==> config.mk <==
export PLATFORM = sky130hd
export DESIGN_NAME = raycol_queue
export DESIGN_NICKNAME = d
export VERILOG_FILES = /design/src/raycol_queue.sv
export SDC_FILE = /design/constraint.sdc
export NUM_CORES = 2
export LEC_CHECK = 0
export BUFFER_PORTS_ARGS = -buffer_cell sky130_fd_sc_hd__buf_2
export CAP_MARGIN = 20
export CORE_MARGIN = 5
export CORE_UTILIZATION = 56
export CTS_CLUSTER_DIAMETER = 50
export DETAILED_ROUTE_END_ITERATION = 8
export HOLD_SLACK_MARGIN = 0.1
export PLACE_DENSITY_LB_ADDON = 0.1
export SETUP_SLACK_MARGIN = 0.1
export SYNTH_ARGS = -nofsm -noshare
export SYNTH_HDL_FRONTEND = slang
export SYNTH_SLANG_ARGS = --single-unit
==> constraint.sdc <==
create_clock -name aclk -period 4.2 [get_ports aclk]
set_input_delay 0.21 -clock aclk [delete_from_list [all_inputs] [get_ports aclk]]
set_output_delay 0.21 -clock aclk [all_outputs]
set_load 0.03 [all_outputs]
==> src/raycol_queue.sv <==
// small fifo between the front and back ends
// no package dependency
`default_nettype none
module raycol_queue #(
    parameter int DW    = 64,
    parameter int DEPTH = 32,
    parameter int AW    = $clog2(DEPTH)
) (
    input  wire logic          aclk,
    input  wire logic          aresetn,
    input  wire logic          push,
    input  wire logic [DW-1:0] push_data,
    input  wire logic          pop,
    output logic               not_empty,
    output logic [DW-1:0]      pop_data,
    output logic [AW:0]        count
);
    logic [DW-1:0] mem [DEPTH];
    logic [AW-1:0] wr_ptr_reg;
    logic [AW-1:0] rd_ptr_reg;
    logic [AW:0]   count_reg;

    always_ff @(posedge aclk) begin
        if (push) begin
            mem[wr_ptr_reg] <= push_data;
        end
    end

    always_ff @(posedge aclk) begin
        if (!aresetn) begin
            wr_ptr_reg <= '0;
            rd_ptr_reg <= '0;
            count_reg  <= '0;
        end else begin
            if (push) begin
                wr_ptr_reg <= AW'(wr_ptr_reg + 1'b1);
            end
            if (pop) begin
                rd_ptr_reg <= AW'(rd_ptr_reg + 1'b1);
            end
            count_reg <= count_reg + (AW+1)'(push) - (AW+1)'(pop);
        end
    end

    assign not_empty = (count_reg != '0);
    assign pop_data  = mem[rd_ptr_reg];
    assign count     = count_reg;

endmodule
`default_nettype wire

# ---- Word level (Yosys, flattened, before mapping)
# Memory sizes are Yosys's and may differ from the RTL's. A register that Yosys moved wholly into a read port is not among the register bits.
# Cells that the tools add are included.
dict set report word_totals {
  output_inout_bits 71
  memories 1
  wordCells 13
  mem_bits_rw 2048
  reg_bits 16
  input_bits 68
}
dict set report classes {
  n_reduce_logical 1
  addsub 4
  muxes 4
}
# memory depth word_bits rd rd_ports_with_merged_regs wr line
set memory_table {}
lappend memory_table {mem 32 64 1 1 1 18} ;# logic [DW-1:0] mem [DEPTH];
# operator n
set ops {}
lappend ops {{adder 5 x 1 -> 5 bit (second input constant)} 2}
lappend ops {{2-to-1 mux 5 bit} 2}
lappend ops {{adder 6 x 1 -> 6 bit} 1}
lappend ops {{nonzero test 6 bit} 1}
lappend ops {{subtractor 6 x 1 -> 6 bit} 1}
lappend ops {{2-to-1 mux 1 bit} 2}

# ---- Depth between registers and ports, before layout
dict set report logic_depth {
  ltp_word 3
  ltp_mapped 10
  mapped_depth_nobuf 10
}

# ---- Worst setup path before layout
# OpenSTA, ideal clock, no wires.
dict set report synth_timing {
  path_kind {reg-to-reg}
  from {register wr_ptr_reg[2]}
  to {memory mem[4][0], enable pin}
  setup_time_ns 0.486
  arrival_ns 3.735
  t_required_ns 3.714
  period_less_slack_ns 4.221
  path_buffers 1
  path_slack_ns -0.021
  stages_incl_launch_ff 4
  cell_sequence {dfxtp_1 clkbuf_1 or3b_2 nor2_1}
}
# item line
set synth_lines {}
lappend synth_lines {{from (decl)} 19} ;# logic [AW-1:0] wr_ptr_reg;
lappend synth_lines {{from (signal assigned)} 36} ;# wr_ptr_reg <= AW'(wr_ptr_reg + 1'b1);
lappend synth_lines {{to (decl)} 18}
# Straight into the memory's write port.

==> run_results.csv <==
group,metric,value,unit
outcome,outcome,"completed",
synthesis,synth_seq_cells,2069,
synthesis,synth_area_leaders,"edfxtp_1 78%, mux4_2 11%, mux2i_1 3.8%, a22oi_1 1.5%, a221oi_1 0.92%",
setup_path,crit_path_top_delay_cell,"dfxtp_4",
synthesis,netlist_instances,3544,
final_layout,seqCellArea,61900,sq um
final_layout,area_growth,14.1,%
setup_path,crit_type,"reg -> out",
timing,fin_skew,28.0,ps
clock_network,cts_tree,"done",
placed_design,port_buffers,138,
pwr,internal_power,0.0339,W
synthesis,synth.distinct_cells,50,
pwr,seq_power_share,0.534,
global_routing,antenna_found_initial,7,
setup_path,rr_startpoint,"wr_ptr_reg[0]",
setup_path,critPathArrivalTime,3720,ps
setup_path,cp_max_fo,45,
setup_path,reg2regPathDepth,5,
clock_network,numCtsBuffers,204,
clock_network,cts_htree_levels,4,
route,dr.pass1.iters,6,
pwr,finalPower,0.0429,W
timing,finalWorstSetupSlack,273,ps
final_layout,layout.nets,3969,
synthesis,async_reset_ff_frac,0,
placed_design,place_congestion,0.784,
setup_path,cp_common_cell,"buf_12",
placed_design,dp_slack,998,ps
global_routing,grt_pass1_wl,278,mm
setup_path,cp-start-kind,"flip-flop",
floorplan,die_w,384,um
synthesis,syn_avg_cell_area,22.1,sq um
final_layout,final_common_cell,"edfxtp_1",
route,vias_per_cell,6.44,
synthesis,ys_warn_count,0,
clock_network,cts.reportedPaths.clkPinSlew,60,ps
synthesis,syn-num-nets,3626,
synthesis,synth_top_area_frac,0.784,
route,drt_iter0_markers,3843,
floorplan,ios,139,
pwr,swShare,0.211,
timing,fin_crit_sh,0.935,
setup_path,required,3990,ps
synthesis,synth_ff_type,"edfxtp_1",
final_layout,multi_input_area,15600,sq um
timing,tightestPinTransition,1050,ps
timing,setup_viol,0,
synthesis,synth_area,78500,sq um
clock_network,clk_latency,810,ps
clock_network,root_buffer,"clkbuf_16",
timing,period_needed,3930,ps
pwr,comb_power_share,0.058,
synthesis,yosysSeqAreaShare,0.789,
timing,rsz0062_at_grt,"false",
placed_design,place_inst,5489,
setup_path,cp-endpoint,"pop_data[2]",
final_layout,largest_reg_flops,2048,
setup_path,setup.worst_path.end_class,"output pin",
timing,max_freq,0.255,GHz
min_path,hold_path_class,"in -> reg",
pwr,peakVddDrop,0.432,mV
pwr,power.switching,0.00906,W
global_routing,overflow,0,
setup_path,r2r_end,"mem[24][33]",
clock_network,cts.sinks,2069,
flow_run,drv_cap,0,
floorplan,start_util,0.563,
global_routing,grt_max_degree,90,
timing,slew_headroom,0.302,
placed_design,hpwl,101,mm
setup_path,ff2ff_setup_slack,1290,ps
synthesis,synth-edff-count,2048,
pwr,p_clk_frac,0.407,
route,drt-total-wl,192,mm
floorplan,die_area,148000,sq um
synthesis,yosys.area.top_type,"edfxtp_1",
final_layout,final_cell_mix,"2048 x edfxtp_1, 370 x mux4_2, 298 x mux2i_1",
timing,slew_viol_final,0,
route,drcViolationCount,0,
global_routing,grt_pass1_vias,39500,
setup_path,path_cells,"buf_12 -> buf_12 -> mux4_2 -> o21ai_0 -> nand4_1 -> buf_2",
timing,final.setup.tns,0,ps
floorplan,num_rows,137,
setup_path,cpPeakStageDelay,630,ps
timing,finalHoldViolations,0,
pwr,power.density,479,nW/um^2
route,vias,38200,
pwr,p_leak,27.0,nW
global_routing,globalRouteTotalUtil,0.264,
route,wl_per_cell,32.4,um
floorplan,fp.dieH,384,um
final_layout,fillers,9166,
final_layout,fin_cells,5928,
clock_network,clockBufferDepth,3,
route,final_antenna_net_count,0,
final_layout,fin_util,0.642,
final_layout,drive_gt1_frac,0.237,
floorplan,core-area,139000,sq um
==> kinds of logic after synthesis <==
| kind of cell | count (synthesis) | share of synthesized area |
|---|---|---|
| compound gates | 372 | 0.0340 |
| buf+inv | 216 | 0.0152 |
| xor+xnor | 9 | 0.00100 |
| flops | 2069 | 0.789 |
| mux | 668 | 0.144 |
| simple gates | 196 | 0.0140 |
| fa+ha+maj | 14 | 0.00233 |
==> layer usage <==
| metal | up-vias | wire length, um | GRT usage |
|---|---|---|---|
| met5 | - | 27 | 0 |
| met1 | 20400 | 74900 | 0.361 |
| met3 | 334 | 14400 | 0.0454 |
| met2 | 1660 | 97500 | 0.444 |
| li1 | 15800 | - | - |
| met4 | 4 | 5140 | 0.0754 |
==> layout make-up <==
class / instances / area share
antenna: 2 / 0.0000559
clock buffer: 262 / 0.0611
clock inverter: 107 / 0.0105
inverter: 15 / 0.000685
multi-input combinational: 1259 / 0.174
sequential: 2069 / 0.692
tap: 1876 / 0.0262
timing repair buffer: 338 / 0.0349
==> synthesized netlist by cell type (all sizes together) (3+ instances only) <==
cell	number
o21a	3
mux2i	298
nand2	13
xnor2	3
mux4	370
ha	13
o21ai	84
edfxtp	2048
and2	18
buf	136
or3b	3
a22oi	154
a221oi	82
o22ai	22
clkbuf	65
nor2	49
nand4	64
nand2b	4
nor2b	5
o22a	4
or3	3
and4bb	3
o221ai	4
xor2	6
o211ai	12
nor3	19
dfxtp	21
inv	14
nand3b	3
==> worst min-delay path by stage <==
stage	start	to	slack [ps]	depth (start not counted)
floorplan	push_data[0]	mem[0][0]	310	0
global placement	aresetn	wr_ptr_reg[4]	520	2
detailed placement	aresetn	wr_ptr_reg[4]	520	2
CTS	aresetn	wr_ptr_reg[4]	190	3
global route	aresetn	wr_ptr_reg[4]	240	3
finish	aresetn	wr_ptr_reg[4]	250	3
==> repair_timing <==
action / in CTS / in global routing
hold buffers: 67 / 0
setup buffers: 1 / 0
endpoints found under the hold margin: 2069 / 0
resized for setup: 0 / 2
setup endpoints to repair: 1 / 1
==> worst max-delay path: cells and delay by family, from the launching register on <==
kind,cells,cell delay [ps]
and+or+nand+nor,1,250
DFF,1,630
AOI/OAI and AO/OA,1,530
buffers and inverters,3,910
muxes,1,540
==> through the flow <==
stage	hold slack (ps)	area [sq um]
2_1_floorplan	309	78500
3_3_place_gp	515	82400
3_5_place_dp	516	82400
4_1_cts	193	89500
5_1_grt	235	89500
6_report	254	89500
==> power by group through the flow <==
stage / logic, W / registers, W / clock network (W)
after floorplan: 0.00151 / 0.0234 / 0
after global placement: 0.00238 / 0.0234 / 0
after detailed placement: 0.00246 / 0.0234 / 0
after CTS: 0.00253 / 0.0229 / 0.0178
after global routing: 0.00269 / 0.0229 / 0.0187
final: 0.00250 / 0.0229 / 0.0175
No activity file was read; power rests on OpenSTA's default activity.
