File: src/raycol_pkg.sv
// shared types and constants for the raycast column pixel shader
// no dependencies
`default_nettype none
package raycol_pkg;

    localparam int CFG_IDX_W = 3;
    localparam int CFG_DATA_W = 24;
    localparam int HEIGHT_W = 11;
    localparam int RGB_W = 24;
    localparam int TEXQ_W = 11;

    localparam logic [CFG_IDX_W-1:0] CFG_SCREEN_HEIGHT = 3'd0;
    localparam logic [CFG_IDX_W-1:0] CFG_WEST_TEX      = 3'd1;
    localparam logic [CFG_IDX_W-1:0] CFG_NORTH_TEX     = 3'd2;
    localparam logic [CFG_IDX_W-1:0] CFG_EAST_TEX      = 3'd3;
    localparam logic [CFG_IDX_W-1:0] CFG_SOUTH_TEX     = 3'd4;
    localparam logic [CFG_IDX_W-1:0] CFG_CEILING_RGB   = 3'd5;
    localparam logic [CFG_IDX_W-1:0] CFG_FLOOR_RGB     = 3'd6;

    localparam logic [1:0] REGION_CEILING = 2'd0;
    localparam logic [1:0] REGION_WALL    = 2'd1;
    localparam logic [1:0] REGION_FLOOR   = 2'd2;

    typedef struct packed {
        logic [HEIGHT_W-1:0]            screen_height;
        logic [3:0][HEIGHT_W-1:0]       tex_height;
        logic [RGB_W-1:0]               ceiling_rgb;
        logic [RGB_W-1:0]               floor_rgb;
    } cfg_t;

endpackage
`default_nettype wire

File: src/raycol_div.sv
// pipelined restoring divider, one quotient bit per stage, with side payload
// no package dependency
`default_nettype none
module raycol_div #(
    parameter int DW  = 16,
    parameter int QW  = 19,
    parameter int PLW = 8
) (
    input  wire logic           aclk,
    input  wire logic           aresetn,
    input  wire logic           en,
    input  wire logic           in_valid,
    input  wire logic [DW-1:0]  in_rem,
    input  wire logic [QW-1:0]  in_bits,
    input  wire logic [DW-1:0]  in_den,
    input  wire logic [PLW-1:0] in_data,
    output logic                out_valid,
    output logic [QW-1:0]       out_quot,
    output logic [PLW-1:0]      out_data
);
    logic           v_reg    [QW];
    logic [DW-1:0]  rem_reg  [QW];
    logic [QW-1:0]  bits_reg [QW];
    logic [QW-1:0]  quot_reg [QW];
    logic [DW-1:0]  den_reg  [QW];
    logic [PLW-1:0] data_reg [QW];

    logic           p_v    [QW+1];
    logic [DW-1:0]  p_rem  [QW+1];
    logic [QW-1:0]  p_bits [QW+1];
    logic [QW-1:0]  p_quot [QW+1];
    logic [DW-1:0]  p_den  [QW+1];
    logic [PLW-1:0] p_data [QW+1];

    assign p_v[0]    = in_valid;
    assign p_rem[0]  = in_rem;
    assign p_bits[0] = in_bits;
    assign p_quot[0] = '0;
    assign p_den[0]  = in_den;
    assign p_data[0] = in_data;

    for (genvar k = 0; k < QW; k++) begin : g_stage
        logic [DW:0]   trial;
        logic          ge;
        logic [DW-1:0] rem_next;

        assign p_v[k+1]    = v_reg[k];
        assign p_rem[k+1]  = rem_reg[k];
        assign p_bits[k+1] = bits_reg[k];
        assign p_quot[k+1] = quot_reg[k];
        assign p_den[k+1]  = den_reg[k];
        assign p_data[k+1] = data_reg[k];

        assign trial    = {p_rem[k], p_bits[k][QW-1]};
        assign ge       = trial >= {1'b0, p_den[k]};
        assign rem_next = ge ? DW'(trial - {1'b0, p_den[k]}) : DW'(trial);

        always_ff @(posedge aclk) begin
            if (!aresetn) begin
                v_reg[k] <= 1'b0;
            end else if (en) begin
                v_reg[k] <= p_v[k];
            end
        end

        always_ff @(posedge aclk) begin
            if (en) begin
                rem_reg[k]  <= rem_next;
                bits_reg[k] <= p_bits[k] << 1;
                quot_reg[k] <= {p_quot[k][QW-2:0], ge};
                den_reg[k]  <= p_den[k];
                data_reg[k] <= p_data[k];
            end
        end
    end

    assign out_valid = p_v[QW];
    assign out_quot  = p_quot[QW];
    assign out_data  = p_data[QW];

endmodule
`default_nettype wire

File: src/raycol_back.sv
// back end: texel row division and result formatting with a stallable pipeline
// depends on raycol_pkg and raycol_div
`default_nettype none
module raycol_back #(
    parameter int MAX_TEXTURE_SIZE = 1024,
    parameter int SW = 19,
    parameter int PW = SW + 11
) (
    input  wire logic             aclk,
    input  wire logic             aresetn,
    input  wire raycol_pkg::cfg_t cfg,
    input  wire logic             q_valid,
    output logic                  q_pop,
    input  wire logic [11:0]      q_column,
    input  wire logic [9:0]       q_row,
    input  wire logic [1:0]       q_region,
    input  wire logic [1:0]       q_side,
    input  wire logic [9:0]       q_tx,
    input  wire logic [SW-1:0]    q_wh,
    input  wire logic [PW-1:0]    q_product,
    output logic                  out_valid,
    input  wire logic             out_ready,
    output logic [71:0]           out_data
);
    import raycol_pkg::*;

    localparam int PLW = 36;

    logic           en;
    logic           d_valid;
    logic [TEXQ_W-1:0] d_quot;
    logic [PLW-1:0] d_data;
    logic           out_valid_reg;
    logic [71:0]    out_data_reg;

    assign en    = !out_valid_reg || out_ready;
    assign q_pop = en && q_valid;

    raycol_div #(.DW(SW), .QW(TEXQ_W), .PLW(PLW)) u_div (
        .aclk     (aclk),
        .aresetn  (aresetn),
        .en       (en),
        .in_valid (q_valid),
        .in_rem   (q_product[PW-1:TEXQ_W]),
        .in_bits  (q_product[TEXQ_W-1:0]),
        .in_den   (q_wh),
        .in_data  ({q_column, q_row, q_region, q_side, q_tx}),
        .out_valid(d_valid),
        .out_quot (d_quot),
        .out_data (d_data)
    );

    logic [11:0] d_column;
    logic [9:0]  d_row;
    logic [1:0]  d_region;
    logic [1:0]  d_side;
    logic [9:0]  d_tx;
    logic [9:0]  tex_y;
    logic [RGB_W-1:0] rgb;
    logic [1:0]  o_side;
    logic [9:0]  o_x;
    logic [9:0]  o_y;

    assign {d_column, d_row, d_region, d_side, d_tx} = d_data;
    assign tex_y = (32'(d_quot) > 32'(MAX_TEXTURE_SIZE - 1))
                 ? 10'(MAX_TEXTURE_SIZE - 1) : d_quot[9:0];

    always_comb begin
        rgb    = '0;
        o_side = 2'd0;
        o_x    = 10'd0;
        o_y    = 10'd0;
        case (d_region)
            REGION_CEILING: rgb = cfg.ceiling_rgb;
            REGION_WALL: begin
                o_side = d_side;
                o_x    = d_tx;
                o_y    = tex_y;
            end
            default: rgb = cfg.floor_rgb;
        endcase
    end

    always_ff @(posedge aclk) begin
        if (!aresetn) begin
            out_valid_reg <= 1'b0;
        end else if (en) begin
            out_valid_reg <= d_valid;
        end
    end

    always_ff @(posedge aclk) begin
        if (en) begin
            out_data_reg <= {2'b0, o_y, o_x, o_side, rgb, d_region, d_row, d_column};
        end
    end

    assign out_valid = out_valid_reg;
    assign out_data  = out_data_reg;

endmodule
`default_nettype wire

File: config.mk
export PLATFORM = sky130hd
export DESIGN_NAME = raycol_back
export DESIGN_NICKNAME = d
export VERILOG_FILES = /design/src/raycol_pkg.sv /design/src/raycol_div.sv /design/src/raycol_back.sv
export SDC_FILE = /design/constraint.sdc
export NUM_CORES = 2
export LEC_CHECK = 0
export BUFFER_PORTS_ARGS = -buffer_cell sky130_fd_sc_hd__buf_2
export CORE_AREA = 3 3 294 296
export DETAILED_ROUTE_END_ITERATION = 7
export DIE_AREA = 0 0 297 299
export PLACE_DENSITY = 0.68
export SLEW_MARGIN = 30
export SYNTH_ARGS = -nofsm -noshare
export SYNTH_HDL_FRONTEND = slang
export SYNTH_HIERARCHICAL = 1
export SYNTH_SLANG_ARGS = --single-unit
File: constraint.sdc
create_clock -name aclk -period 34.7 [get_ports aclk]
set_clock_uncertainty 0.05 [all_clocks]
set_input_delay 0 -clock aclk [delete_from_list [all_inputs] [get_ports aclk]]
set_output_delay 0 -clock aclk [all_outputs]
set_load 0.005 [all_outputs]
-- Word level (Yosys, flattened, before mapping)
Memory sizes are Yosys's and may differ from the RTL's. A register that Yosys moved wholly into a read port is not among the register bits.
Index checks and enable logic that the tools add are counted.
- output and inout bits: 74
- logic and storage cells: 77
- input port bits: 192
- memories kept: 6
- register bits after elaboration: 70
- memory bits (writable): 1056
- memory list (name ; depth ; bits a word ; read ports ; clocked after Yosys merged registers in ; write ports ; RTL line ; source):
    u_div.data_reg ; 11 ; 36 ; 11 ; 0 ; 11 ; raycol_div.sv:26 ; logic [PLW-1:0] data_reg [QW];
    u_div.den_reg ; 11 ; 19 ; 10 ; 0 ; 11 ; raycol_div.sv:25 ; logic [DW-1:0] den_reg [QW];
    u_div.rem_reg ; 11 ; 19 ; 10 ; 0 ; 11 ; raycol_div.sv:22 ; logic [DW-1:0] rem_reg [QW];
    u_div.quot_reg ; 11 ; 11 ; 11 ; 0 ; 11 ; raycol_div.sv:24 ; logic [QW-1:0] quot_reg [QW];
    u_div.bits_reg ; 11 ; 10 ; 10 ; 0 ; 11 ; raycol_div.sv:23 ; logic [QW-1:0] bits_reg [QW];
    u_div.v_reg ; 11 ; 1 ; 11 ; 1 ; 11 ; raycol_div.sv:21 ; logic v_reg [QW];
- order comparisons: 12
- equality and inequality tests: 1
- reductions and logical operators: 5
- add/sub/neg operators: 11
- bitwise gates (word level): 11
- mux-type cells: 29
- operators by type and width (kind ; count):
    20-bit by 19-bit >= comparator with 1-bit output ; 11
    19-bit 2-to-1 mux ; 11
    19-bit subtractor ; 11
    24-bit case mux with 2 select lines ; 1
    1-bit 2-to-1 mux ; 16
    11-bit by 10-bit > comparator with 1-bit output (second input constant) ; 1
    1-bit OR ; 11
    10-bit 2-to-1 mux ; 1
    2-bit by 1-bit == test with 1-bit output (second input constant) ; 1
    1-bit zero test ; 2
    2-bit zero test ; 1
    1-bit logical AND ; 1
    1-bit logical OR ; 1

-- Logic depth before layout (Yosys ltp)
- depth after elaboration: 6
- depth in mapped cells: 14
- mapped depth without buffers: 12

-- Hierarchy
Netlist, hierarchy kept.
- by module, submodules not included (module ; sequential area each (um^2) ; cells an instance ; times used ; area each (um^2)):
    raycol_div ; 27256.1 ; 2663 ; 1 ; 39440.3
    raycol_back ; 2122.0 ; 134 ; 1 ; 2591.2

-- Worst setup path before layout
OpenSTA, ideal clock, no wires.
- kind: input-to-reg
- start point: in out_ready
- end point: reg out_valid_reg, in the netlist out_valid (read register of u_div.v_reg)
- data arrival time: 24836 ps
- path buffers: 0
- required time: 33558 ps
- setup slack: 8723 ps
- cell stages on the path: 2
- library setup time: 1092 ps
- cell sequence: nand2b_1 -> a21boi_0
- longest elaborated chain between the ends: 1
- RTL lines (item ; RTL line ; source):
    from (decl) ; raycol_back.sv:22 ; input wire logic out_ready,
    1-bit logical OR ; raycol_back.sv:36 ; assign en = !out_valid_reg || out_ready;
    to (decl) ; raycol_back.sv:33 ; logic out_valid_reg;
No other way between the ends.
A chain may end at the register's enable or synchronous reset.

==> impl_metrics.csv <==
group,metric,value,unit
timing,setup_tns,0,ps
finish,drive_gt1_frac,0.150,
min_path,hp-class,"in -> reg",
critical_path,crit_chain,"dlygate4sd3_1 > buf_2 > inv_1 > ha_1 > nor2b_1 > o2111ai_1 > a31oi_1 > a211o_1 > a211oi_1 > o21bai_1 > a211oi_4 > buf_4 > nand2_1 > dlygate4sd3_1 > o21ai_0 > dlygate4sd3_1",
yosys,synth_compound_area_frac,0.0906,
critical_path,cp-startpoint,"q_wh[2]",
yosys,synth_cell_type_count,81,
finish,diodes,0,
min_path,min_from,"q_product[0]",
finish,syn2layout_area_growth,19.2,%
cts,cts.sinks,979,
routing,wl_per_cell,16.4,microns
cts,cts_buffer_depth,3,
yosys,synth_fa_ha_area_frac,0.0670,
timing,rsz0062_at_grt,"false",
yosys,synth_edf_count,977,
place,hpwl,49.6,mm
critical_path,cp_common_cell,"dlygate4sd3_1",
routing,dr.pass1.iters,5,
cts,root_buffer,"clkbuf_16",
finish,final_cells,4505,
routing,drc_errors,0,
power_and_ir_drop,p_leak,20.5,nW
critical_path,required,35150,ps
finish,fin_util,0.598,
floorplan,pin_count,266,
cts,cts_tree,"yes",
routing,drtAntennaViolNets,0,
power_and_ir_drop,vdd_drop_max,42.2,uV
job,timing.max_cap.violations,0,
floorplan,initial_core_util,0.501,
cts,clk_latency,650,ps
grt,grt-ovfl-total,0,
routing,wl,74.0,mm
yosys,syn_avg_cell_area,15.0,sq um
cts,htree_levels,3,
yosys,synth_ff_type,"edfxtp_1",
floorplan,coreArea,0.0838,sq mm
floorplan,fp.dieW,297,microns
timing,maxSlewViolCount,0,
critical_path,startpoint_type,"input pin",
critical_path,critPathMaxStageDelay,670,ps
routing,via_count,23326,
critical_path,arrival,5070,ps
place,dp.cells,4090,
floorplan,rows,106,
grt,antenna_found_initial,0,
yosys,synth_top_family_by_area,"compound AO/OA/AOI/OAI gates",
floorplan,fp.dieH,299,microns
yosys,netlist_instances,2797,
timing,finalCritPeriodShare,0.133,
place,gp_congestion,0.912,
yosys,synth_seq_area_share,0.699,
cts,cts-buffers-inserted,100,
yosys,synth-xor-area-share,0.0315,
timing,setup_viol,0,
routing,drt_iter0_markers,1388,
timing,min_period,4610,ps
critical_path,critPathTopFamily,"compound AO/OA/AOI/OAI gates",
critical_path,criticalPathCategory,"in -> reg",
critical_path,crit_fanout,20,
yosys,syn-cell-area,0.0420,sq mm
status,status,"complete, no violations",
grt,grt_start_max_net_pins,198,
critical_path,crit_slowest_cell,"a211oi_4",
power_and_ir_drop,p_per_area,79.8,mW/mm^2
yosys,ys_warn_count,6,
routing,routed_via_density,5.18,
critical_path,end_kind,"flop",
yosys,yosys.area_share.simple,0.0522,
cts,path_clk_slew,60,ps
floorplan,die-area,0.0888,sq mm
timing,worstMarginPinSlew,917,ps
cts,cts_resized,0,
critical_path,reg2reg_from,"u_div/den_reg[1][0]",
yosys,synth_mux_area_frac,0.0285,
yosys,synth_seq_cells,979,
timing,max_freq,217,MHz
yosys,async_reset_ff_frac,0,
critical_path,critical_path_buf_inv_count,6,
grt,grt_pass1_wl,119,mm
finish,final_nets,3696,
grt,grt_pass1_vias,24194,
place,portBuffers,208,
timing,max_slew_margin,0.389,
finish,largest_register_ffs,396,
grt,track_usage,0.165,
timing,hold_viol,0,
## what timing repair did
action	4_1_cts	5_1_grt
hold buffers	225	0
setup endpoints to repair	0	0
hold endpoints to repair	131	0
setup buffers	0	0
## per-layer routing
metal  up-vias  global-route usage  share of wire  routed length [microns]
li1      11452                   -              -                        -
met1     11123               0.178           0.39                    28500
met2       536               0.304           0.52                    38500
met3       215              0.0269          0.037                     2750
met4         0               0.100          0.058                     4280
met5         -                   0              0                        0
## metrics by stage
| step | cell area (sq um) | hold slack, ps | total power [mW] | setup WS, ps |
|---|---|---|---|---|
| 2_1_floorplan | 42000 | 48.9 | 2.62 | 8720 |
| 3_3_place_gp | 44300 | 126 | 2.85 | 30570 |
| 3_5_place_dp | 44400 | 128 | 2.90 | 30480 |
| 4_1_cts | 50000 | 2.01 | 4.02 | 30290 |
| 5_1_grt | 50100 | 12.1 | 4.24 | 29860 |
| 6_report | 50100 | 39.4 | 4.00 | 30090 |
## final timing paths
kind | to | slack (ps) | depth (start not counted)
worst max-delay path | u_div/rem_reg[0][16] | 30090 | 16
worst max register to register | u_div/rem_reg[2][18] | 30770 | 11
worst min register to register | u_div/data_reg[8][17] | 350 | 0
worst min-delay path | u_div/bits_reg[0][0] | 40 | 2
## synth_stat cells (29+ instances only)
| library cell | instances | area share |
|---|---|---|
| inv_1 | 254 | 0.023 |
| mux2_2 | 91 | 0.024 |
| o21ai_0 | 136 | 0.016 |
| nand2_1 | 138 | 0.012 |
| nand3_1 | 30 | 0.0036 |
| xnor2_1 | 94 | 0.020 |
| a21o_1 | 79 | 0.014 |
| ha_1 | 209 | 0.062 |
| a21oi_1 | 138 | 0.016 |
| edfxtp_1 | 977 | 0.70 |
| nor2b_1 | 29 | 0.0043 |
| nand2b_1 | 34 | 0.0051 |
| xor2_1 | 57 | 0.012 |
| o21a_1 | 43 | 0.0077 |
| nor2_1 | 79 | 0.0071 |
## cells by family after synthesis
kind of cell / Yosys count
flops: 979
xor+xnor: 151
other cells: 1
mux: 108
buf+inv: 321
simple gates: 443
compound gates: 575
fa+ha+maj: 219
## worst register-to-register path, delay by kind of cell (launching register included)
| kind | cells | cell delay, ps |
|---|---|---|
| buffers and inverters | 1 | 240 |
| adder cells (fa/ha/maj) | 2 | 650 |
| AND/OR/NAND/NOR | 1 | 120 |
| flip-flops | 1 | 410 |
| AO/OA/AOI/OAI | 7 | 2190 |
## where the power goes
part	leakage [nW]	switching, mW	internal (mW)	total (mW)
sequential	10.4	0.0951	1.58	1.68
combinational	8.41	0.661	0.583	1.24
clock	1.65	0.438	0.635	1.07
total	20.5	1.19	2.80	4.00
## cell usage in the layout (no fill, tap or decap), drive strengths merged, types with 25 or more instances in the layout
master	synthesis	layout
edfxtp	977	977
inv	255	258
buf	38	226
dlygate4sd3	0	225
ha	209	209
o21ai	145	145
a21oi	139	139
nand2	138	138
clkbuf	28	123
xnor2	94	94
mux2	92	92
nor2	80	80
a21o	79	79
xor2	57	57
clkinv	0	47
o21a	43	43
nand2b	34	34
nand3	30	30
nor2b	30	30
nand4	28	28
and2	25	25
and3	25	25
## layout make-up
type / count / area, sq um
inverters: 255 / 957
clock inverters: 65 / 738
well taps: 1134 / 1420
flip-flops and latches: 979 / 29400
repair buffers: 451 / 3520
fillers: 6279 / 33700
clock buffers: 123 / 2640
multi-input cells: 1498 / 11400
(Power assumes the default switching activity.)
