==> config.mk <==
export PLATFORM = sky130hd
export DESIGN_NAME = raycol_front
export DESIGN_NICKNAME = d
export VERILOG_FILES = /design/src/raycol_pkg.sv /design/src/raycol_div.sv /design/src/raycol_front.sv
export SDC_FILE = /design/constraint.sdc
export NUM_CORES = 2
export LEC_CHECK = 0
export ABC_AREA = 1
export ABC_CLOCK_PERIOD_IN_PS = 8100
export BUFFER_PORTS_ARGS = -buffer_cell sky130_fd_sc_hd__buf_2
export CORE_ASPECT_RATIO = 1.5
export CORE_MARGIN = 2
export CORE_UTILIZATION = 37
export DETAILED_ROUTE_END_ITERATION = 12
export SYNTH_ARGS = -nofsm -noshare
export SYNTH_HDL_FRONTEND = slang
export SYNTH_SLANG_ARGS = --single-unit
==> constraint.sdc <==
create_clock -name aclk -period 8.1 [get_ports aclk]
set_input_delay 0.81 -clock aclk [delete_from_list [all_inputs] [get_ports aclk]]
set_output_delay 0.81 -clock aclk [all_outputs]
set_load 0.1 [all_outputs]
==> src/raycol_pkg.sv <==
// shared types and constants for the raycast column pixel shader
// no dependencies
`default_nettype none
package raycol_pkg;

    localparam int CFG_IDX_W = 3;
    localparam int CFG_DATA_W = 24;
    localparam int HEIGHT_W = 11;
    localparam int RGB_W = 24;
    localparam int TEXQ_W = 11;

    localparam logic [CFG_IDX_W-1:0] CFG_SCREEN_HEIGHT = 3'd0;
    localparam logic [CFG_IDX_W-1:0] CFG_WEST_TEX      = 3'd1;
    localparam logic [CFG_IDX_W-1:0] CFG_NORTH_TEX     = 3'd2;
    localparam logic [CFG_IDX_W-1:0] CFG_EAST_TEX      = 3'd3;
    localparam logic [CFG_IDX_W-1:0] CFG_SOUTH_TEX     = 3'd4;
    localparam logic [CFG_IDX_W-1:0] CFG_CEILING_RGB   = 3'd5;
    localparam logic [CFG_IDX_W-1:0] CFG_FLOOR_RGB     = 3'd6;

    localparam logic [1:0] REGION_CEILING = 2'd0;
    localparam logic [1:0] REGION_WALL    = 2'd1;
    localparam logic [1:0] REGION_FLOOR   = 2'd2;

    typedef struct packed {
        logic [HEIGHT_W-1:0]            screen_height;
        logic [3:0][HEIGHT_W-1:0]       tex_height;
        logic [RGB_W-1:0]               ceiling_rgb;
        logic [RGB_W-1:0]               floor_rgb;
    } cfg_t;

endpackage
`default_nettype wire

==> src/raycol_div.sv <==
// pipelined restoring divider, one quotient bit per stage, with side payload
// no package dependency
`default_nettype none
module raycol_div #(
    parameter int DW  = 16,
    parameter int QW  = 19,
    parameter int PLW = 8
) (
    input  wire logic           aclk,
    input  wire logic           aresetn,
    input  wire logic           en,
    input  wire logic           in_valid,
    input  wire logic [DW-1:0]  in_rem,
    input  wire logic [QW-1:0]  in_bits,
    input  wire logic [DW-1:0]  in_den,
    input  wire logic [PLW-1:0] in_data,
    output logic                out_valid,
    output logic [QW-1:0]       out_quot,
    output logic [PLW-1:0]      out_data
);
    logic           v_reg    [QW];
    logic [DW-1:0]  rem_reg  [QW];
    logic [QW-1:0]  bits_reg [QW];
    logic [QW-1:0]  quot_reg [QW];
    logic [DW-1:0]  den_reg  [QW];
    logic [PLW-1:0] data_reg [QW];

    logic           p_v    [QW+1];
    logic [DW-1:0]  p_rem  [QW+1];
    logic [QW-1:0]  p_bits [QW+1];
    logic [QW-1:0]  p_quot [QW+1];
    logic [DW-1:0]  p_den  [QW+1];
    logic [PLW-1:0] p_data [QW+1];

    assign p_v[0]    = in_valid;
    assign p_rem[0]  = in_rem;
    assign p_bits[0] = in_bits;
    assign p_quot[0] = '0;
    assign p_den[0]  = in_den;
    assign p_data[0] = in_data;

    for (genvar k = 0; k < QW; k++) begin : g_stage
        logic [DW:0]   trial;
        logic          ge;
        logic [DW-1:0] rem_next;

        assign p_v[k+1]    = v_reg[k];
        assign p_rem[k+1]  = rem_reg[k];
        assign p_bits[k+1] = bits_reg[k];
        assign p_quot[k+1] = quot_reg[k];
        assign p_den[k+1]  = den_reg[k];
        assign p_data[k+1] = data_reg[k];

        assign trial    = {p_rem[k], p_bits[k][QW-1]};
        assign ge       = trial >= {1'b0, p_den[k]};
        assign rem_next = ge ? DW'(trial - {1'b0, p_den[k]}) : DW'(trial);

        always_ff @(posedge aclk) begin
            if (!aresetn) begin
                v_reg[k] <= 1'b0;
            end else if (en) begin
                v_reg[k] <= p_v[k];
            end
        end

        always_ff @(posedge aclk) begin
            if (en) begin
                rem_reg[k]  <= rem_next;
                bits_reg[k] <= p_bits[k] << 1;
                quot_reg[k] <= {p_quot[k][QW-2:0], ge};
                den_reg[k]  <= p_den[k];
                data_reg[k] <= p_data[k];
            end
        end
    end

    assign out_valid = p_v[QW];
    assign out_quot  = p_quot[QW];
    assign out_data  = p_data[QW];

endmodule
`default_nettype wire

==> src/raycol_front.sv <==
// front end: wall height division, span classification and texel row product
// depends on raycol_pkg and raycol_div
`default_nettype none
module raycol_front #(
    parameter int MAX_SCREEN_HEIGHT  = 1024,
    parameter int DIST_FRACTION_BITS = 8,
    parameter int HW = $clog2(MAX_SCREEN_HEIGHT + 1),
    parameter int SW = HW + DIST_FRACTION_BITS,
    parameter int PW = SW + 11
) (
    input  wire logic                aclk,
    input  wire logic                aresetn,
    input  wire raycol_pkg::cfg_t    cfg,
    input  wire logic                in_valid,
    input  wire logic [11:0]         in_column,
    input  wire logic [9:0]          in_row,
    input  wire logic [15:0]         in_dist,
    input  wire logic [1:0]          in_side,
    input  wire logic [9:0]          in_tx,
    output logic                     out_valid,
    output logic [11:0]              out_column,
    output logic [9:0]               out_row,
    output logic [1:0]               out_region,
    output logic [1:0]               out_side,
    output logic [9:0]               out_tx,
    output logic [SW-1:0]            out_wh,
    output logic [PW-1:0]            out_product
);
    import raycol_pkg::*;

    localparam int CW  = (HW > HEIGHT_W) ? HW : HEIGHT_W;
    localparam int XW  = SW + 2;
    localparam int PLW = 34 + HW;

    logic [CW-1:0]  sh_w;
    logic [HW-1:0]  h_in;
    logic [15:0]    den;
    logic           d_valid;
    logic [SW-1:0]  d_quot;
    logic [PLW-1:0] d_data;

    assign sh_w = CW'(cfg.screen_height);
    assign h_in = (sh_w > CW'(MAX_SCREEN_HEIGHT)) ? HW'(MAX_SCREEN_HEIGHT) : HW'(sh_w);
    // zero distance gives the same height as a distance of one lsb
    assign den  = (in_dist == 16'd0) ? 16'd1 : in_dist;

    raycol_div #(.DW(16), .QW(SW), .PLW(PLW)) u_div (
        .aclk     (aclk),
        .aresetn  (aresetn),
        .en       (1'b1),
        .in_valid (in_valid),
        .in_rem   (16'd0),
        .in_bits  ({h_in, {DIST_FRACTION_BITS{1'b0}}}),
        .in_den   (den),
        .in_data  ({in_column, in_row, in_side, in_tx, h_in}),
        .out_valid(d_valid),
        .out_quot (d_quot),
        .out_data (d_data)
    );

    logic [11:0]          d_column;
    logic [9:0]           d_row;
    logic [1:0]           d_side;
    logic [9:0]           d_tx;
    logic [HW-1:0]        d_h;
    logic [HW-1:0]        hh;
    logic [SW-1:0]        wq;
    logic signed [XW-1:0] top_raw;
    logic [XW-1:0]        bot_sum;
    logic [XW-1:0]        bottom;
    logic [XW-1:0]        row_x;
    logic [XW-1:0]        offset_x;
    logic [1:0]           region_next;

    assign {d_column, d_row, d_side, d_tx, d_h} = d_data;
    assign hh       = d_h >> 1;
    assign wq       = d_quot >> 1;
    assign top_raw  = $signed(XW'(hh)) - $signed(XW'(wq));
    assign bot_sum  = XW'(hh) + XW'(wq);
    assign bottom   = (bot_sum > XW'(d_h)) ? XW'(d_h) : bot_sum;
    assign row_x    = XW'(d_row);
    assign offset_x = row_x - XW'(top_raw);

    always_comb begin
        if ($signed(row_x) < top_raw) begin
            region_next = REGION_CEILING;
        end else if (row_x < bottom) begin
            region_next = REGION_WALL;
        end else begin
            region_next = REGION_FLOOR;
        end
    end

    // classification stage
    logic                c1_valid_reg;
    logic [11:0]         c1_column_reg;
    logic [9:0]          c1_row_reg;
    logic [1:0]          c1_region_reg;
    logic [1:0]          c1_side_reg;
    logic [9:0]          c1_tx_reg;
    logic [SW-1:0]       c1_wh_reg;
    logic [SW-1:0]       c1_offset_reg;
    logic [HEIGHT_W-1:0] c1_th_reg;

    // product stage
    logic                c2_valid_reg;
    logic [11:0]         c2_column_reg;
    logic [9:0]          c2_row_reg;
    logic [1:0]          c2_region_reg;
    logic [1:0]          c2_side_reg;
    logic [9:0]          c2_tx_reg;
    logic [SW-1:0]       c2_wh_reg;
    logic [PW-1:0]       c2_product_reg;
    logic [PW-1:0]       product_next;

    assign product_next = PW'(c1_offset_reg) * PW'(c1_th_reg);

    always_ff @(posedge aclk) begin
        if (!aresetn) begin
            c1_valid_reg <= 1'b0;
            c2_valid_reg <= 1'b0;
        end else begin
            c1_valid_reg <= d_valid;
            c2_valid_reg <= c1_valid_reg;
        end
    end

    always_ff @(posedge aclk) begin
        c1_column_reg  <= d_column;
        c1_row_reg     <= d_row;
        c1_region_reg  <= region_next;
        c1_side_reg    <= d_side;
        c1_tx_reg      <= d_tx;
        c1_wh_reg      <= d_quot;
        c1_offset_reg  <= SW'(offset_x);
        c1_th_reg      <= cfg.tex_height[d_side];
        c2_column_reg  <= c1_column_reg;
        c2_row_reg     <= c1_row_reg;
        c2_region_reg  <= c1_region_reg;
        c2_side_reg    <= c1_side_reg;
        c2_tx_reg      <= c1_tx_reg;
        c2_wh_reg      <= c1_wh_reg;
        c2_product_reg <= product_next;
    end

    assign out_valid   = c2_valid_reg;
    assign out_column  = c2_column_reg;
    assign out_row     = c2_row_reg;
    assign out_region  = c2_region_reg;
    assign out_side    = c2_side_reg;
    assign out_tx      = c2_tx_reg;
    assign out_wh      = c2_wh_reg;
    assign out_product = c2_product_reg;

endmodule
`default_nettype wire

### After elaboration in Yosys (flattened, before gate mapping)

Memory sizes are Yosys's and may differ from the RTL's. A register that Yosys moved wholly into a read port is not among the register bits.
Index checks and enable logic that the tools add are counted.

| cells by class | value |
|---|---|
| $add $sub $neg | 22 |
| multiply operators | 1 |
| order comparisons | 24 |
| muxes and demuxes | 47 |
| bitwise gates (word level) | 19 |
| reductions and logical operators | 2 |

Operators with widths:

| operator | number |
|---|---|
| $mux W16 | 20 |
| $ge A17 B16 Y1 | 18 |
| $sub A16 B16 Y16 | 18 |
| $mul A19 B11 Y30 | 1 |
| $bmux W11 S2 | 1 |
| $mux W1 | 22 |
| $mux W11 | 2 |
| $add A10 B18 Y19 | 1 |
| $gt A19 B11 Y1 | 1 |
| $lt A10 B19 Y1 | 1 |
| $lt A11 B19 Y1 | 1 |
| $mux W19 | 1 |
| $or A1 B1 Y1 | 19 |
| $sub A10 B18 Y19 | 1 |
| $sub A11 B19 Y19 | 1 |
| $ge A1 B16 Y1 | 1 |
| $logic_not A16 Y1 | 1 |
| $sub A1 B16 Y16 | 1 |
| $gt A11 B11 Y1 const B | 1 |
| $lt A2 B3 Y1 const B | 1 |
| $mux W2 | 1 |
| $logic_not A1 Y1 | 1 |

| word-level totals | value |
|---|---|
| register bits after elaboration | 171 |
| bits in writable memories | 2,185 |
| input port bits | 156 |
| output and inout bits | 86 |
| memories kept | 6 |

Memory list:

| name | depth | width | rd ports | clocked after memory_dff | write ports | RTL line | source |
|---|---|---|---|---|---|---|---|
| u_div.data_reg | 19 | 45 | 19 | 0 | 19 | raycol_div.sv:26 | `logic [PLW-1:0] data_reg [QW];` |
| u_div.quot_reg | 19 | 19 | 19 | 0 | 19 | raycol_div.sv:24 | `logic [QW-1:0] quot_reg [QW];` |
| u_div.bits_reg | 19 | 18 | 18 | 0 | 19 | raycol_div.sv:23 | `logic [QW-1:0] bits_reg [QW];` |
| u_div.den_reg | 19 | 16 | 18 | 0 | 19 | raycol_div.sv:25 | `logic [DW-1:0] den_reg [QW];` |
| u_div.rem_reg | 19 | 16 | 18 | 0 | 19 | raycol_div.sv:22 | `logic [DW-1:0] rem_reg [QW];` |
| u_div.v_reg | 19 | 1 | 19 | 1 | 19 | raycol_div.sv:21 | `logic v_reg [QW];` |

### Longest topological paths before layout

An unclocked memory read counts as a cell.

| depth | value |
|---|---|
| word-level depth | 6 |
| depth in mapped cells | 33 |

### Cells and area by module

Synthesis repeated with hierarchy kept, for this count alone.

| unflattened totals | value |
|---|---|
| cell total of the unflattened synthesis | 8,548 |
| area, all modules | 93,036.7 sq um |

Modules (own cells, without submodules):

| module | times used | cells an instance | area each (sq um) | sequential area each (sq um) |
|---|---|---|---|---|
| raycol_div | 1 | 6,962 | 79,851.6 | 54,372.1 |
| raycol_front | 1 | 1,586 | 13,185.1 | 3,443.3 |

### Worst setup path before layout

No wires, ideal clock.

| timing | value |
|---|---|
| path type | flip-flop to flip-flop |
| start point | register c1_th_reg[7] |
| end point | register c2_product_reg[26] (netlist: out_product[26]) |
| arrival time | 5.264 ns |
| data required time | 7.988 ns |
| path slack | 2.724 ns |
| cell stages (with the launch flop) | 26 |
| path buffers | 2 |
| period minus slack after synthesis | 5.376 ns |
| path through | dfxtp_1 clkbuf_1 clkbuf_1 nand2_1 fa_1 inv_1 fa_1 fa_1 fa_1 inv_1 fa_1 inv_1 ha_1 a21oi_1 o21a_1 o21ai_1 a21oi_1 inv_1 a21oi_1 o21ai_1 nand3_1 nand2_1 nand2_1 nand2_1 nand2_1 nand2_1 |

| between the ends | value |
|---|---|
| longest elaborated chain between the ends | 1 |

Ends and longest elaborated chain:

| element | RTL line | source |
|---|---|---|
| from (decl) | raycol_front.sv:103 | `logic [HEIGHT_W-1:0] c1_th_reg;` |
| from (signal assigned) | raycol_front.sv:136 | `c1_th_reg <= cfg.tex_height[d_side];` |
| $mul A19 B11 Y30 | raycol_front.sv:116 | `assign product_next = PW'(c1_offset_reg) * PW'(c1_th_reg);` |
| named net product_next[26] | raycol_front.sv:114 | `logic [PW-1:0] product_next;` |
| to (signal assigned) | raycol_front.sv:143 | `c2_product_reg <= product_next;` |
| to (decl) | raycol_front.sv:113 | `logic [PW-1:0] c2_product_reg;` |

The timed path passes the listed nets, and every way through them passes these cells.
A chain may end at the register's enable or synchronous reset.

### Final worst setup path

Ends and elaborated chain as after synthesis.

==> run metrics <==
Rel. slew slack 32.6%; cell repeated most along the worst path nand2_1; Post-synth EDFFs 0; Cell variety after synth 58; CTS Sinks 1812; post-cts gate resize count 0; Worst Tran Pin Value 1010 ps; Max stage delay on crit path 880 ps; Tmin final 6000 ps; Clock Latency Late Sink 800 ps; count leader, synth dfxtp_1; drt drc 0; Worst Path Class, Setup flip-flop to flip-flop; Via density 4.37; Starting DRT DRC Count 1480; worst hold start in_tx[3]; RePlAce Congestion 0.908; share of layout cells above drive strength 1 8.74%; fillcell total 15800; GRT Util Overall 13.4%; ANT nets after route 0; cell area after layout 0.0712 mm2; number of synthesized register bits 1812; CTS Buf Count 167; Area contributors post-synth dfxtp_1 (59%), ha_1 (8.2%), nand2_1 (6.2%), fa_1 (5.6%), inv_1 (4.8%); sequential area share after synthesis 58.7%; placed cell areas 0.0649 mm2; placed cells 8271; R2R Setup Slk 2100 ps; Post-Layout Cell Count 8586; worst hold path stage count 1; critical path fanouts, max 19; Layout Skew 22.8 ps; routed len/inst 13.1 um; largest net degree at the start of global routing 33; Die Wd 338 um; max frequency 0.167 GHz; Net Count, Synth 6709; setup TNS 0 ps; crit end category flip-flop; CTS clk-pin slew, worst paths 70 ps; slowest stage cell, crit path dfxtp_1; CTS tree yes; final hold vios 0; Core Util, Final 42.9%; Slew Limit Fails 0; Critical R2R Launch c1_th_reg[7]; Post-Syn Area per Cell 10.3 um2; yosys warns 0; RR Endpoint out_product[26]; DIE AREA 0.170 mm2; Clock Tree Root clkbuf_16; RSZ-0062 raised after global routing false; Cell Area, Synth 0.0617 mm2; Setup-failing EPs final 0; Post-synth top flop dfxtp_1; Mapped Cells 5974; post-synth top area cell dfxtp_1; I/O pin cnt 242; period utilization 74.1%; First-pass DRT Iterations 5; Via Count 37500; hold buffer count at cts 0; clk buf depth 3; HP Class input port to flip-flop; die height 504 um; top cell type's share of synthesized area 58.7%; first-pass GRT wire length 184000 um; H-tree level count 4; Rows 183; # port buffers 193; antenna violations before repair 1; Critical Path Source c1_th_reg[7]; area grow syn2layout 15.2%; max cap viols 0; Total Routed Length 113000 um; Post-CTS Repair Setup Buffers 0; CP Cell Sequence nand2_1 > fa_1 > inv_1 > fa_1 > fa_1 > fa_1 > inv_1 > fa_1 > inv_1 > ha_1 > a21oi_1 > o21a_1 > o21ai_1 > a21oi_1 > inv_1 > a21oi_1 > o21ai_1 > nand3_1 > nand2_1 > nand2_1 > nand2_1 > nand2_1 > nand2_1; worst endpoint required time 8770 ps; Initial Util 37.2%; worst path arrival time 6670 ps; Layout Nets 6955; Async S/R FF share, synth 0%; status complete, no violations; Largest register FFs 855; WHS Endpoint u_div.data_reg[0][14]; top cells by count, synth dfxtp_1 (1812), nand2_1 (1027), inv_1 (789), ha_1 (407), o21ai_0 (350); Buf+Inv Stages, Crit Path 4; Worst path top cell family by delay adder cells; vias in the first global route 38700; r2r worst-path depth 23; Core Region 0.166 mm2; GRT overflow 0; dpl hpwl 85900 um; CP startpoint kind flip-flop
-- routing by layer --
| metal | global-route usage (%) | vias to the layer above | share of wire [%] |
|---|---|---|---|
| li1 | - | 19400 | - |
| met1 | 12.7 | 17200 | 37 |
| met2 | 26.1 | 605 | 54 |
| met3 | 2.51 | 329 | 3.4 |
| met4 | 7.88 | 0 | 5.7 |
| met5 | 0 | - | 0 |
-- cell type report --
type | instances | area, um2 | share of cell area, %
Multi-Input combinational cell | 3243 | 21900 | 30.8
Clock inverter | 97 | 1550 | 2.18
Timing Repair Buffer | 195 | 981 | 1.38
Tap cell | 2220 | 2780 | 3.90
Inverter | 801 | 3010 | 4.23
Clock buffer | 217 | 4680 | 6.57
Antenna cell | 1 | 2.50 | 0.00352
Sequential cell | 1812 | 36300 | 51.0
-- cells in the final DEF, fill, tap and decap left out, types with 5 or more instances in the layout --
cell type / synthesis / layout
a21o_1: 10 / 10
a21oi_1: 333 / 333
a221oi_1: 14 / 14
a311oi_1: 6 / 6
a31oi_1: 10 / 10
buf_2: 15 / 193
bufinv_16: 0 / 30
clkbuf_1: 74 / 20
clkbuf_16: 0 / 168
clkbuf_8: 0 / 29
clkinv_16: 0 / 8
clkinv_2: 0 / 31
clkinv_4: 0 / 5
clkinvlp_4: 0 / 10
dfxtp_1: 1812 / 1812
fa_1: 172 / 172
ha_1: 407 / 407
inv_1: 789 / 789
inv_2: 11 / 11
inv_6: 0 / 9
nand2_1: 1027 / 1027
nand2_2: 10 / 10
nand3_1: 125 / 125
nand4_1: 29 / 29
nor2_1: 278 / 278
nor2_2: 6 / 6
nor3_1: 30 / 30
nor4_1: 18 / 18
o2111ai_1: 24 / 24
o21ai_0: 350 / 350
o21ai_1: 24 / 24
o21ai_2: 25 / 25
o21bai_1: 5 / 5
o22ai_1: 11 / 11
o41ai_1: 6 / 6
xnor2_1: 161 / 161
xor2_1: 121 / 121
-- kinds of logic after synthesis --
logic type	Yosys count	synth area share [%]
AO/OA/AOI/OAI	844	7.55
XOR/XNOR	284	4.05
adder cells (fa/ha/maj)	579	13.8
buffers and inverters	919	5.81
AND/OR/NAND/NOR	1536	10.0
flip-flops	1812	58.7
-- worst max path at each step --
stage / end / cells past startpoint / slack, ps
after floorplan: out_product[26] / 25 / 2720
after global placement: out_product[26] / 23 / 2080
after detailed placement: out_product[26] / 23 / 2090
after CTS: out_product[26] / 23 / 2060
after global routing: out_product[26] / 23 / 1740
final: out_product[26] / 23 / 2100
-- worst reg2reg max path, stage by stage, from the launching register on --
cell and delay (ps):
dfxtp_1 880, nand2_1 190, fa_1 570, inv_1 50, fa_1 460, fa_1 520
fa_1 540, inv_1 50, fa_1 530, inv_1 50, ha_1 350, a21oi_1 200
o21a_1 140, o21ai_1 150, a21oi_1 320, inv_1 70, a21oi_1 270, o21ai_1 140
nand3_1 80, nand2_1 80, nand2_1 90, nand2_1 50, nand2_1 60, nand2_1 40
-- stage by stage --
step / setup WS (ps) / hold WS, ps
2_1_floorplan: 2720 / 310
4_1_cts: 2060 / 22.0
5_1_grt: 1740 / 29.2
6_report: 2100 / 107
3_3_place_gp: 2080 / 310
3_5_place_dp: 2090 / 312
Power is not shown: default switching activity piles up to over one toggle a cycle in this logic, so the estimate is an artifact.
